$ cat src/rtl/core/pt4_pkg.sv
// Package for the 4x4 point transform: word and command types, field widths
// and the function codes of an input beat. No dependencies.

package pt4_pkg;

  localparam int unsigned WORD_BITS   = 32;
  localparam int unsigned DIM         = 4;
  localparam int unsigned IDX_W       = 4;
  localparam int unsigned RC_W        = 2;
  localparam int unsigned FIFO_DEPTH  = 4;
  localparam int unsigned IN_BITS     = 2 * RC_W + 5 * WORD_BITS;
  localparam int unsigned IN_TDATA_W  = ((IN_BITS + 7) / 8) * 8;
  localparam int unsigned OUT_BITS    = DIM * WORD_BITS;
  localparam int unsigned OUT_TDATA_W = ((OUT_BITS + 7) / 8) * 8;

  typedef logic signed [WORD_BITS-1:0] word_t;

  typedef enum logic {
    FUNC_LOAD  = 1'b0,
    FUNC_POINT = 1'b1
  } func_e;

  // data[0] carries the coefficient on a load, x..w on a point
  typedef struct packed {
    logic                  is_point;
    logic [IDX_W-1:0]      idx;
    logic                  last;
    word_t [DIM-1:0]       data;
  } cmd_t;

endpackage

$ cat src/rtl/core/pt4_fifo.sv
// Command queue between front and back of the point transform.
// Register array with read and write pointers. Depends on pt4_pkg.

module pt4_fifo (
  input  logic          clk_i,
  input  logic          rst_ni,
  input  logic          push_valid_i,
  input  pt4_pkg::cmd_t push_cmd_i,
  output logic          push_ready_o,
  output logic          pop_valid_o,
  output pt4_pkg::cmd_t pop_cmd_o,
  input  logic          pop_ready_i
);
  import pt4_pkg::*;

  localparam int unsigned PTR_W = $clog2(FIFO_DEPTH);
  localparam int unsigned CNT_W = $clog2(FIFO_DEPTH + 1);

  cmd_t             mem_q [FIFO_DEPTH];
  logic [PTR_W-1:0] wr_ptr_q, wr_ptr_d, rd_ptr_q, rd_ptr_d;
  logic [CNT_W-1:0] cnt_q, cnt_d;
  logic             push, pop;

  assign push_ready_o = (cnt_q != CNT_W'(FIFO_DEPTH));
  assign pop_valid_o  = (cnt_q != '0);
  assign push         = push_valid_i && push_ready_o;
  assign pop          = pop_ready_i && pop_valid_o;
  assign pop_cmd_o    = mem_q[rd_ptr_q];

  always_comb begin
    wr_ptr_d = push ? wr_ptr_q + PTR_W'(1) : wr_ptr_q;
    rd_ptr_d = pop  ? rd_ptr_q + PTR_W'(1) : rd_ptr_q;
    cnt_d    = cnt_q;
    if (push && !pop) cnt_d = cnt_q + CNT_W'(1);
    if (pop && !push) cnt_d = cnt_q - CNT_W'(1);
  end

  always_ff @(posedge clk_i or negedge rst_ni) begin
    if (!rst_ni) begin
      wr_ptr_q <= '0;
      rd_ptr_q <= '0;
      cnt_q    <= '0;
    end else begin
      wr_ptr_q <= wr_ptr_d;
      rd_ptr_q <= rd_ptr_d;
      cnt_q    <= cnt_d;
    end
  end

  always_ff @(posedge clk_i) begin
    if (push) mem_q[wr_ptr_q] <= push_cmd_i;
  end

endmodule

$ cat config.mk
export PLATFORM = sky130hd
export DESIGN_NAME = pt4_fifo
export DESIGN_NICKNAME = d
export VERILOG_FILES = /design/src/rtl/core/pt4_pkg.sv /design/src/rtl/core/pt4_fifo.sv
export SDC_FILE = /design/constraint.sdc
export NUM_CORES = 1
export LEC_CHECK = 0
export ABC_CLOCK_PERIOD_IN_PS = 3700
export BUFFER_PORTS_ARGS = -buffer_cell sky130_fd_sc_hd__buf_4
export CAP_MARGIN = 40
export CORE_MARGIN = 5
export CORE_UTILIZATION = 40
export DETAILED_ROUTE_END_ITERATION = 8
export HOLD_SLACK_MARGIN = 0.12
export PLACE_DENSITY = 0.68
export SLEW_MARGIN = 0
export SYNTH_ARGS = -nofsm -noshare
export SYNTH_HDL_FRONTEND = slang
export SYNTH_SLANG_ARGS = --single-unit
$ cat constraint.sdc
create_clock -name clk_i -period 3.7 [get_ports clk_i]
set_input_delay 0.925 -clock clk_i [delete_from_list [all_inputs] [get_ports clk_i]]
set_output_delay 0.925 -clock clk_i [all_outputs]
set_load 0.005 [all_outputs]
### Word-level counts from Yosys, hierarchy flattened

Memories as Yosys holds them, arrays and structs flattened.
Index checks and enable logic that the tools add are counted.

* bits in registers: 7
* memory bits (writable): 536
* output and inout port bits: 136
* word-level logic and storage cells: 21
* memories kept: 1

* add/sub/neg operators: 4
* eq/ne operators: 1
* mux-type cells: 4
* reductions and logical operators: 8

Memories
* mem_q: depth 4, width 134, read ports 1, clocked after memory_dff 0, wr ports 1, RTL line pt4_fifo.sv:19 `cmd_t mem_q [FIFO_DEPTH];`

Operators by type and width (number)
* 3-bit two-way mux: 2
* 2-bit by 1-bit adder with 2-bit output (second input constant): 2
* 1-bit logical AND: 4
* 3-bit by 1-bit adder with 3-bit output (second input constant): 1
* 3-bit inequality test (second input constant): 1
* 3-bit nonzero test: 1
* 3-bit by 1-bit subtractor with 3-bit output (second input constant): 1
* 1-bit logical NOT: 2
* 1-bit two-way mux: 2
* 2-bit nonzero test: 1

### Longest topological paths before layout

* word-level depth: 6
* depth in mapped cells: 9
* depth with buffers taken out: 9

### Worst setup path before layout

OpenSTA, ideal clock, no wires.

* path type: input port to flip-flop
* from: in push_valid_i
* to: mem mem_q[0][0] (netlist bit) (enable)
* setup time: 0.434 ns
* data arrival time: 2.595 ns
* path slack: 0.671 ns
* stages on the path: 1
* path through: and3_2

* word-level cells in the longest chain between the ends: 3

Ends and longest elaborated chain
* start: declaration: RTL line pt4_fifo.sv:7 `input logic push_valid_i,`
* 1-bit logical AND: RTL line pt4_fifo.sv:26 `assign push = push_valid_i && push_ready_o;`
* 1-bit two-way mux: RTL line pt4_fifo.sv:51 `if (push) mem_q[wr_ptr_q] <= push_cmd_i;`
* 1-bit two-way mux (implied by the code): RTL line pt4_fifo.sv:51
* end: declaration: RTL line pt4_fifo.sv:19

No other way between the ends.

==> summary.txt <==
Logic synthesis
  – Synth warnings: 0
  – Top post-synthesis cells by count: edfxtp_1, mux4_2, buf_2
  – Largest family of logic cells by synthesized area: multiplexers
  – Most numerous cell in the Yosys netlist: edfxtp_1
  – Post-Syn Nets: between 800 and 900
  – Top cells by area, synth: edfxtp_1, mux4_2, dfrtp_1, buf_2, ha_1
  – Post-synthesis average cell area: 26.8 um2
  – Simple-gate area share of the yosys netlist: less than 1%
  – Yosys cell types: 22
  – Synth async-reset ratio: 1.29%
  – Most frequently used flop master after synthesis: edfxtp_1
  – Post-synth EDFFs: about 540
  – Adder-cell share of the synthesized area: less than 1%
  – Register bit total from synthesis: 543
  – Post-synthesis compound-gate area fraction: less than 1%
  – Post-Synthesis Cells: between 700 and 800
  – Mux contribution to synthesized area: about 15%
  – Synth Area in XOR/XNOR: less than 1%
  – Mapped Area: slightly below 0.02 mm2
  – Seq/Total Area, Yosys: between 80% and 90%
  – Largest area contributor in the synthesized netlist: edfxtp_1
  – Top cell type's share of synthesized area: a little over 80%

Final layout
  – Layout cells sized above 1: between 40 and 50%
  – Antenna diode count: 0
  – Area Overhead vs Synth: 24.5%
  – Fin nets: 1,208
  – Final core occ: 50.2%
  – Final Cell Area: around 0.025 mm2
  – Finished Layout Cells: 1,768

STA
  – Slew Limit Fails: 0
  – TNS Setup: 0 ns
  – Min Tclk post-route: roughly 3.3 ns
  – RSZ-0062 raised after global routing: no
  – Hold Vio Cnt, Final: 0
  – Final Cycle Share: roughly nine tenths
  – Endpoints failing setup: 0
  – Worst rel slew slack: 51.8%
  – Worst Hold Slack: 0.512 ns
  – Fmax: 0.302 GHz
  – Worst Clk Skew: 0.0162 ns
  – Worst Tran Pin Value: 0.722 ns

Placement
  – Inst Count DP: 1,671
  – Placed wire-length estimate: roughly 24 mm
  – Final GP Congestion: 0.723
  – Dpl cell area: between 0.02 and 0.025 mm2
  – IO Port Bufs: 273

Worst setup path
  – Req. time, crit path: approximately 2.8 ns
  – Worst path arrival time: roughly 2.4 ns
  – CP endpoint kind: output pin
  – Crit path kind: reg -> out
  – Crit start category: flip-flop
  – CP Max Fanout: 26
  – R2r setup slk: around 1.5 ns
  – R2r worst-path depth: 9

Clock network
  – Post-CTS Setup Bufs: 0
  – TritonCTS Buffers: 54
  – Worst-Skew Late Latency: a little under 0.6 ns
  – CTS tree: yes
  – Clk root buf: clkbuf_16
  – Reg clk slew, reported paths: approximately 0.06 ns
  – CTS sink count: about 540
  – CTS Buffer Depth: 3
  – H-tree levels: 2
  – Post_cts resized: 0

Floorplanning
  – Core area: 0.0488 mm2
  – Die H: about 230 um
  – Initial Util: 40.4%
  – Num rows: 81
  – Ports: 274
  – Total die area: 0.0538 mm2
  – Die Width: approximately 230 um

GRT
  – Vias in the first global route: 9,498
  – Global route overflow: 0
  – First-pass GRT wire length: slightly below 60 mm
  – Largest net degree at the start of global routing: 56
  – All-Layer GR Usage: between 10% and 20%
  – Initial antenna violation count: 2

Routing
  – First-pass DRT Iterations: 6
  – Avg WL per Cell: 21.9 um
  – DRC: 0
  – Drt initial violations: about 550
  – DR vias: a little under 9,000
  – Post-route ant nets: 0
  – Post-DR vias/cell: around 5
  – Routed WL: between 30 and 40 mm

Pwr
  – Switch Pwr: approximately 5.3 mW
  – Switch share: a little over a quarter
  – Pwr Density: 793 mW/mm2
  – Reg power frac: approximately 44%
  – P_int: between 10 and 15 mW
  – Pleak: between 8 and 9 nW
  – Clock share of power: 26.1%
  – Peak supply drop: roughly 500 uV
  – Logic gate share of total power: 30.2%

Flow run
  – Total of max-cap violations: 0

Min path
  – Hold path depth: 1
  – HP Class: reg -> reg

Outcome
  – Status: completed
[sequential cells by signal, summed over array words and instances (netlist names)]
register  flops
rd_ptr_q      2
cnt_q         3
mem_q       536
wr_ptr_q      2
[cells by family (layout without fill, tap and decap cells)]
logic type | count (synthesis) | after routing
adders and majority gates | 6 | 6
AOI/OAI and AO/OA | 1 | 1
DFF | 543 | 543
and+or+nand+nor | 9 | 9
muxes | 136 | 136
xor gates and xnor gates | 6 | 6
buffers and inverters | 36 | 403
[cell usage in the layout (no fill, tap or decap), drive strengths merged]
cell type | Yosys | layout
nand2 | 1 | 1
mux4 | 134 | 134
or3 | 1 | 1
edfxtp | 536 | 536
or3b | 1 | 1
bufinv | 0 | 3
clkinvlp | 0 | 4
clkinv | 0 | 25
and3 | 4 | 4
ha | 5 | 5
buf | 25 | 300
xor2 | 3 | 3
dlygate4sd3 | 0 | 1
clkbuf | 5 | 60
xnor2 | 3 | 3
inv | 6 | 10
dfrtp | 7 | 7
nor2 | 1 | 1
fa | 1 | 1
mux2i | 1 | 1
mux2 | 1 | 1
o31a | 1 | 1
and2 | 1 | 1
[power by group through the flow]
stage          clock (mW)  sequential (mW)  combinational [mW]
4_1_cts              5.25             8.55                6.09
3_3_place_gp            0             8.61                6.06
3_5_place_dp            0             8.68                6.06
2_1_floorplan           0             8.47                3.19
6_report             5.08             8.52                5.88
5_1_grt              5.53             8.63                6.35
[repair_timing]
item | CTS | global route
endpoints found under the setup margin | 0 | 0
endpoints found under the hold margin | 7 | 0
hold buffers | 1 | 0
[metal layers]
layer  routed length, um  vias to the layer above  GRT usage, %
met2               19500                      238          23.7
met5                  21                        -             0
met1               15700                     4665          19.2
met3                2710                       62          4.16
met4                 806                        4          3.67
li1                    -                     3852             -
[critical path, stage by stage, from the launching register on]
cell,delay [ns]
dfrtp_4,0.75
buf_12,0.29
mux4_2,0.55
buf_4,0.15
[layout make-up]
cell class	count	area (um2)
clock buffer	60	1370
clock inverter	36	285
fill	3893	24300
inverter	6	22.5
multi-input combinational	158	3270
sequential	543	16300
tap	664	831
timing repair buffer	301	2490
[stage by stage]
| stage | total power, mW | worst slack [ns] |
|---|---|---|
| floorplan | 11.7 | 0.671 |
| global placement | 14.7 | 0.946 |
| detailed placement | 14.7 | 0.924 |
| CTS | 19.9 | 0.280 |
| global route | 20.5 | 0.209 |
| finish | 19.5 | 0.385 |
[final timing paths]
path                                   from       endpoint
worst max register to register     cnt_q[0]       cnt_q[2]
min in group asynchronous            rst_ni    rd_ptr_q[0]
worst max-delay path            rd_ptr_q[0]  pop_cmd_o[71]
worst min-delay path               cnt_q[2]       cnt_q[2]
worst min register to register     cnt_q[2]       cnt_q[2]
max in group asynchronous            rst_ni    rd_ptr_q[1]
No activity file was read; power rests on OpenSTA's default activity.
