<file path="src/rtl/core/pt4_pkg.sv">
// Package for the 4x4 point transform: word and command types, field widths
// and the function codes of an input beat. No dependencies.

package pt4_pkg;

  localparam int unsigned WORD_BITS   = 32;
  localparam int unsigned DIM         = 4;
  localparam int unsigned IDX_W       = 4;
  localparam int unsigned RC_W        = 2;
  localparam int unsigned FIFO_DEPTH  = 4;
  localparam int unsigned IN_BITS     = 2 * RC_W + 5 * WORD_BITS;
  localparam int unsigned IN_TDATA_W  = ((IN_BITS + 7) / 8) * 8;
  localparam int unsigned OUT_BITS    = DIM * WORD_BITS;
  localparam int unsigned OUT_TDATA_W = ((OUT_BITS + 7) / 8) * 8;

  typedef logic signed [WORD_BITS-1:0] word_t;

  typedef enum logic {
    FUNC_LOAD  = 1'b0,
    FUNC_POINT = 1'b1
  } func_e;

  // data[0] carries the coefficient on a load, x..w on a point
  typedef struct packed {
    logic                  is_point;
    logic [IDX_W-1:0]      idx;
    logic                  last;
    word_t [DIM-1:0]       data;
  } cmd_t;

endpackage

</file>
<file path="src/rtl/core/pt4_front.sv">
// Front end of the point transform: registers the input beat and classifies
// it into a load or point command. Depends on pt4_pkg.

module pt4_front (
  input  logic                          clk_i,
  input  logic                          rst_ni,
  input  logic                          s_axis_tvalid_i,
  output logic                          s_axis_tready_o,
  input  logic [pt4_pkg::IN_TDATA_W-1:0] s_axis_tdata_i,
  input  logic                          s_axis_tuser_i,
  input  logic                          s_axis_tlast_i,
  output logic                          push_valid_o,
  output pt4_pkg::cmd_t                 push_cmd_o,
  input  logic                          push_ready_i
);
  import pt4_pkg::*;

  logic  fr_valid_q, fr_valid_d;
  cmd_t  fr_cmd_q, fr_cmd_d;
  logic  accept;
  func_e func;
  logic [RC_W-1:0] row, col;
  word_t value;
  word_t [DIM-1:0] pt;

  assign s_axis_tready_o = !fr_valid_q || push_ready_i;
  assign accept          = s_axis_tvalid_i && s_axis_tready_o;
  assign func            = func_e'(s_axis_tuser_i);
  assign row             = s_axis_tdata_i[RC_W-1:0];
  assign col             = s_axis_tdata_i[2*RC_W-1:RC_W];
  assign value           = s_axis_tdata_i[2*RC_W+WORD_BITS-1:2*RC_W];

  always_comb begin
    for (int c = 0; c < DIM; c++) begin
      pt[c] = s_axis_tdata_i[2*RC_W+(c+2)*WORD_BITS-1 -: WORD_BITS];
    end
    fr_cmd_d          = fr_cmd_q;
    fr_valid_d        = fr_valid_q;
    if (push_ready_i) fr_valid_d = 1'b0;
    if (accept) begin
      fr_valid_d        = 1'b1;
      fr_cmd_d.is_point = (func == FUNC_POINT);
      fr_cmd_d.idx      = {row, col};
      fr_cmd_d.last     = s_axis_tlast_i;
      fr_cmd_d.data     = pt;
      if (func == FUNC_LOAD) fr_cmd_d.data[0] = value;
    end
  end

  always_ff @(posedge clk_i or negedge rst_ni) begin
    if (!rst_ni) begin
      fr_valid_q <= 1'b0;
    end else begin
      fr_valid_q <= fr_valid_d;
    end
  end

  always_ff @(posedge clk_i) begin
    fr_cmd_q <= fr_cmd_d;
  end

  assign push_valid_o = fr_valid_q;
  assign push_cmd_o   = fr_cmd_q;

endmodule

</file>
<file path="config.mk">
export PLATFORM = sky130hd
export DESIGN_NAME = pt4_front
export DESIGN_NICKNAME = d
export VERILOG_FILES = /design/src/rtl/core/pt4_pkg.sv /design/src/rtl/core/pt4_front.sv
export SDC_FILE = /design/constraint.sdc
export NUM_CORES = 1
export LEC_CHECK = 0
export BUFFER_PORTS_ARGS = -buffer_cell sky130_fd_sc_hd__buf_4
export CAP_MARGIN = 20
export CORE_AREA = 2 2 122 124
export DETAILED_ROUTE_END_ITERATION = 16
export DIE_AREA = 0 0 124 126
export PLACE_DENSITY_LB_ADDON = 0.25
export SETUP_SLACK_MARGIN = 0.1
export SLEW_MARGIN = 0
export SYNTH_ARGS = -nofsm -noshare
export SYNTH_HDL_FRONTEND = slang
export SYNTH_SLANG_ARGS = --single-unit
export TNS_END_PERCENT = 100
</file>
<file path="constraint.sdc">
create_clock -name clk_i -period 3.9 [get_ports clk_i]
set_input_delay 0.78 -clock clk_i [delete_from_list [all_inputs] [get_ports clk_i]]
set_output_delay 0.78 -clock clk_i [all_outputs]
set_load 0.01 [all_outputs]
</file>
# Word level (Yosys, flattened, before mapping)
# Cells that the tools add are included.
# totals
ram_bits	0
mem_bits_ro	0
n_memories	0
out_inout_bits	136
regBits	135
input_bits	174
latchBits	0
elab_cells	15
# op_classes
n_addsub	0
shifts	0
muxes	3
n_div	0
n_reduce_logical	4
eq_ne	0
bitwise_logic	0
mul	0
order_cmp	0
# op_table
op	count
$mux 32	1
$mux 1	2
$reduce_bool 2->1	1
$logic_and 1x1->1	1
$logic_not 1->1	1
$logic_or 1x1->1	1

# Longest topological paths before layout
# Gate-level depths: netlist of run 1.
# logic_depth
word_depth	4
depth_mapped	3
depth_no_buf	2

# Worst setup path before layout of run 1
# Ideal clock, no wire load.
# synth_path
path_kind	input -> register
startpoint	in push_ready_i
endpoint	reg fr_cmd_q (netlist bit push_cmd_o[0]), enable pin
setup_slack_ns	-0.685
required_time_ns	3.390
stages	2
arrival_time_ns	4.075
setup_ns	0.510
path_buffers	0
path_cell_list	nand2b_1 > and2_1
# synth_via
elab_chain_cells	2
# synth_rtl
element	line_no	rtl
start, declared	pt4_front.sv:14	input logic push_ready_i
$logic_or 1x1->1	pt4_front.sv:26	assign s_axis_tready_o = !fr_valid_q || push_ready_i;
$logic_and 1x1->1	pt4_front.sv:27	assign accept = s_axis_tvalid_i && s_axis_tready_o;
named net accept	pt4_front.sv:20	logic accept;
end signal, assigned	pt4_front.sv:59	fr_cmd_q <= fr_cmd_d;
end, declared	pt4_front.sv:19	cmd_t fr_cmd_q, fr_cmd_d;
# The timed path passes the listed nets, and every way through them passes these cells.
# A chain may end at the register's enable or synchronous reset.

# Worst setup path in the final report of run 1
# layout_path
startpoint	in push_ready_i
endpoint	out s_axis_tready_o
# layout_via
elab_chain_cells	1
# layout_rtl
element	line_no	rtl
$logic_or 1x1->1	pt4_front.sv:26	
end, declared	pt4_front.sv:8	output logic s_axis_tready_o,
# Every way passes these cells.

==> results of run 1 <==
[cell type report]
class / instances / area [um^2] / area share, %
repair buffers: 307 / 2317 / 29.99
clock buffers: 18 / 429.2 / 5.555
flip-flops and latches: 135 / 4049 / 52.40
multi-input cells: 35 / 494.2 / 6.397
well taps: 184 / 230.2 / 2.980
clock inverters: 14 / 206.4 / 2.672
[metal layers]
layer  vias to the layer above  global-route usage [%]  part of all wire (%)  wire length, um
li1                       1345                       -                     -                -
met4                         0                   7.469                   2.4              283
met3                        21                   6.703                    12             1374
met1                      1379                   14.84                    34             3983
met2                       189                   25.44                    52             6139
met5                         -                       0                     0                0
[layout by cell type, fill, tap and decap left out]
| cell | n |
|---|---|
| and2_4 | 1 |
| buf_12 | 1 |
| buf_4 | 306 |
| bufinv_16 | 5 |
| clkbuf_1 | 1 |
| clkbuf_16 | 17 |
| clkinv_1 | 1 |
| clkinv_2 | 4 |
| clkinv_4 | 2 |
| clkinvlp_4 | 2 |
| dfrtp_1 | 1 |
| edfxtp_1 | 134 |
| mux2_2 | 2 |
| mux2_4 | 30 |
| nand2b_1 | 2 |
[sequential cells by signal, summed over array words and instances, names as in the netlist]
name and cells:
push_valid_o 1, push_cmd_o 134
[report_power, final]
part	switching [mW]	internal (mW)
combinational	0.151	0.238
sequential	0.0227	1.70
clock	0.584	1.13
total	0.758	3.07
[kinds of logic (layout without fill, tap and decap cells)]
kind of cell | Yosys count | after routing | share of synthesized area, %
and+or+nand+nor | 3 | 3 | 0.4070
muxes | 32 | 32 | 10.25
buffers and inverters | 4 | 339 | 1.546
DFF | 135 | 135 | 87.79
[worst paths after layout]
check	to	start	slack (ns)	cells past startpoint
setup / recovery	s_axis_tready_o	push_ready_i	1.91	3
hold / removal	push_valid_o	rst_ni	0.13	1
setup reg to reg	push_cmd_o[36]	push_valid_o	2.11	3
hold reg to reg	push_valid_o	push_valid_o	0.55	2
max in group asynchronous	push_valid_o	rst_ni	3.69	1
min in group clk_i	push_cmd_o[37]	s_axis_tdata_i[73]	0.54	1
[through the flow]
| stage | cell area [um^2] | std cells |
|---|---|---|
| 2_1_floorplan | 4613 | 174 |
| 6_report | 7726 | 693 |
| 5_1_grt | 7726 | 693 |
| 4_1_cts | 7726 | 693 |
| 3_5_place_dp | 7091 | 661 |
| 3_3_place_gp | 7091 | 661 |
==> reports/results.tsv, run 1 <==
metric	value	unit
status	finished clean	
slowest_delay	0.17	ns
syn_nets	348	
cts_buffer_depth	2	
post_drt_wl_per_cell	17.00	um
syn_inst	174	
relSlewSlack	57.61	%
hold_viol_final	0	
cts_max_level	4	
vias	2934	
synth_area	4612	um^2
postRouteAntennaNets	0	
cts_resized	0	
dieArea	15620	um^2
drive_above_1_share	72.69	%
cts_tree	built	
yosysMostFrequentCell	edfxtp_1	
antenna_found_initial	0	
coreArea	14310	um^2
track_usage	14.76	%
vias_per_cell	4.234	
skew	0.005107	ns
synthArstFlopShare	0.7407	%
cellPowerDensity	494.8	nW/um^2
gp_congestion	0.7045	
cts_root_buffer	clkbuf_16	
finalWirelength	11.78	mm
fin_ws	1.915	ns
grt_pass1_vias	3046	
insertion_delay	0.41	ns
ys_ff_latch	135	
overflow	0	
route.detailed.drc	0	
whs	0.1337	ns
cp.arrival	1.21	ns
tns	0	ns
crit_path_end_kind	output port	
synth_top_area_share	87.25	%
cp_num_buf_inv	2	
cpLargestDelayFamily	buffers and inverters	
critPathRequiredTime	3.12	ns
cap_violations	0	
start_util	32.22	%
dieWidth	124	um
yosysSeqAreaShare	87.79	%
fp.dieH	126	um
synth_cell_types	8	
clock.fmax	503.7	MHz
power	3.823	mW
grt_pass1_wl	16.47	mm
path_cells	buf_4 -> nand2b_1 -> buf_4	
num_antenna_cells	0	
hp-class	primary input to async pin	
avgSynthCellArea	26.51	um^2
worstPathMaxFanout	3	
synthTopCellsByArea	edfxtp_1 (87%), mux2_4 (9.8%), buf_12 (1.3%)	
clock_sinks	135	
synth_top_area_cell	edfxtp_1	
io_pins	310	
final_util	53.98	%
pre_cts_ws	1.566	ns
start_kind	primary input	
io_buffers	305	
setup_viol	0	
drtIter0Drc	146	
synth-edff-count	134	
static-leakage-power	3.337	nW
yosys_warnings	0	
dr.pass1.iters	4	
cts.hold.buffers_added	0	
slew_viol_final	0	
critical_path_class	primary input to output port	
n_fill_cell	1217	
fin_crit	1.985	ns
cts_post_setup_buffers_inserted	0	
areaGrowthSynthToFinish	67.53	%
slowest_stage	nand2b_1	
yosys-top-cells-count	edfxtp_1 (134), mux2_4 (30), buf_12 (3)	
path_clk_slew	0.06	ns
tightest_slew	0.6359	ns
cts-buffers-inserted	17	
synthFlopType	edfxtp_1	
finalCritPeriodShare	50.91	%
grt_max_degree	71	
nets	670	
ir_drop	242.4	uV
rsz0062_at_grt	no	
crit_top_cell	buf_4	
rows	44	
(Power assumes the default switching activity.)
==> run 2: changes to the inputs <==
ABC_AREA = 1   (was default)
CORE_AREA = 2 2 121 123   (was 2 2 122 124)
DIE_AREA = 0 0 123 125   (was 0 0 124 126)
clock period = 1.65 ns   (was 3.9 ns; I/O delays follow)
==> reports/results.tsv, run 2 <==
metric	value	unit	change
critical_path_class	flip-flop to output port		
cts_buffer_depth	2		unchanged
vias_per_cell	4.193		-0.96%
path_cells	nand2_1 -> buf_4		
synth_cell_types	11		+3
skew	0.003021	ns	-0.002086 ns
synth-edff-count	134		unchanged
synthFlopType	edfxtp_1		
grt_pass1_vias	3071		+0.82%
dp_hpwl	8.789	mm	
cts_max_level	4		unchanged
yosys_warnings	0		unchanged
num_antenna_cells	0		unchanged
slew_viol_final	0		unchanged
fin_crit	1.397	ns	
static-leakage-power	3.408	nW	+2.1%
status	finished clean		
synth-xor-area-share	0	%	unchanged
ir_drop	565.3	uV	+130%
cellPowerDensity	1104	nW/um^2	+120%
synth_top_area_share	85.94	%	-1.3 points
dieArea	15380	um^2	-1.6%
pre_cts_ws	0.2435	ns	-1.322 ns
start_util	32.96	%	+0.74 points
ys_ff_latch	135		unchanged
antenna_found_initial	0		unchanged
drive_above_1_share	64.36	%	-8.3 points
nets	739		+10%
finalWirelength	11.48	mm	-2.5%
slowest_stage	dfrtp_2		
yosys-top-cells-count	edfxtp_1 (134), inv_1 (34), nand2_1 (32)		
drtIter0Drc	120		-18%
dieWidth	123	um	-0.81%
route.detailed.drc	0		unchanged
synth_area	4682	um^2	+1.5%
synthArstFlopShare	0.7407	%	unchanged
syn_inst	243		+40%
yosys.area_share.simple	2.833	%	+2.4 points
io_buffers	305		unchanged
postRouteAntennaNets	0		unchanged
grt_max_degree	68		-4.2%
start_kind	flip-flop		
gp_congestion	0.7377		+4.7%
finalCritPeriodShare	84.64	%	
critPathRequiredTime	1.32	ns	-1.80 ns
crit_path_end_kind	output port		
cp.arrival	1.07	ns	-0.14 ns
dp.cells	729		+10%
syn_nets	417		+20%
slowest_delay	0.43	ns	+0.26 ns
yosysMostFrequentCell	edfxtp_1		
fp.dieH	125	um	-0.79%
insertion_delay	0.40	ns	about the same
synth_compound_area_share	5.852	%	+5.9 points
vias	3195		+8.9%
tightest_slew	0.3651	ns	-0.2709 ns
clock.fmax	716.0	MHz	
clock_sinks	135		unchanged
dr.pass1.iters	4		unchanged
hold_viol_final	0		unchanged
worstPathMaxFanout	3		unchanged
yosysSeqAreaShare	86.48	%	-1.3 points
instances_no_fill	762		+10%
synthMuxAreaShare	0	%	-10 points
cap_violations	0		unchanged
synth_top_area_cell	edfxtp_1		
post_drt_wl_per_cell	15.07	um	-11%
setup_viol	0		unchanged
relSlewSlack	75.66	%	+18 points
rows	44		unchanged
synth_top_family_by_area	compound AO/OA/AOI/OAI gates		
rsz0062_at_grt	no		
io_pins	310		unchanged
cts_tree	built		
track_usage	14.32	%	-0.44 points
coreArea	14200	um^2	-0.77%
cts_root_buffer	clkbuf_16		
placed_cell_area	7183	um^2	+1.3%
synthTopCellsByArea	edfxtp_1 (86%), o21ai_2 (5.4%), inv_1 (2.7%)		
hp-class	primary input to flip-flop		
overflow	0		unchanged
synth_fa_ha_area_share	0	%	unchanged
final_common_cell	buf_4		
areaGrowthSynthToFinish	65.66	%	
largest_reg_flops	134		unchanged
avgSynthCellArea	19.27	um^2	-27%
stdcell_area	7756	um^2	+0.39%
cts-buffers-inserted	17		unchanged
grt_pass1_wl	16.01	mm	-2.8%
most-common-layout-cells	buf_4 (306), edfxtp_1 (134), inv_1 (34)		
fin_ws	0.2534	ns	-1.661 ns
path_clk_slew	0.06	ns	about the same
-- run 2: changes by cell type after synthesis, moves of 3 or more --
cell and change:
buf_8 +3, inv_1 +34, mux2_4 -30, nand2_1 +32, o21ai_0 +3, o21ai_2 +29
-- run 2: final cells by class --
type	count	area, um^2
Multi-Input combinational cell	67	417.9
Sequential cell	135	4050
Inverter	34	127.6
Timing Repair Buffer	310	2367
Clock buffer	18	429.2
Tap cell	184	230.2
Clock inverter	14	133.9
Fill cell	1224	6447
-- run 2: path summary, 6_finish.rpt --
check	to	slack, ns	cells past startpoint	from
worst max-delay path	s_axis_tready_o	0.25	2	push_valid_o
worst min-delay path	push_cmd_o[99]	0.1	1	s_axis_tdata_i[135]
worst max register to register	push_cmd_o[20]	0.26	2	push_valid_o
worst min register to register	push_valid_o	0.61	2	push_valid_o
max in group asynchronous	push_valid_o	1.31	2	rst_ni
min in group asynchronous	push_valid_o	0.25	2	rst_ni
-- run 2: critical path: cells and delay by family (launching register included) --
kind,cells,cell delay (ns)
DFF,1,0.43
buffers and inverters,1,0.13
and+or+nand+nor,1,0.10
-- run 2: what timing repair did --
| item | CTS | global route |
|---|---|---|
| hold endpoints to repair | 1 | 0 |
| hold buffers | 1 | 0 |
| endpoints found under the setup margin | 0 | 0 |
| buffers inserted | 0 | 0 |
| gates resized for setup | 0 | 0 |
-- run 2: metrics by stage --
| stage | TNS (ns) | power [mW] | util (%) | hold slack, ns |
|---|---|---|---|---|
| final | 0 | 8.564 | 54.61 | 0.09966 |
| after floorplan | -193.79 | 4.455 | - | 0.03441 |
| after global placement | 0 | 5.063 | 50.57 | 0.1058 |
| after CTS | 0 | 8.694 | 54.61 | 0.07445 |
| after detailed placement | 0 | 5.091 | 50.57 | 0.1067 |
| after global routing | 0 | 8.901 | 54.61 | 0.07543 |
-- run 2: layer usage --
metal,GRT usage (%),routed length (um),up-vias
met5,0,0,-
met4,7.019,265,0
met2,25.09,6103,182
met1,14.51,3844,1469
li1,-,-,1523
met3,5.885,1268,21
-- run 2: cells by family (layout without fill, tap and decap cells) --
logic type / Yosys count / count (layout)
and+or+nand+nor: 34 / 34
AOI/OAI and AO/OA: 33 / 33
buffers and inverters: 41 / 376
DFF: 135 / 135
-- run 2: power by group --
group | total (mW) | internal [mW] | switching (mW)
clock | 3.56 | 2.20 | 1.36
combinational | 0.927 | 0.530 | 0.397
sequential | 4.08 | 4.02 | 0.0572
total | 8.56 | 6.75 | 1.81
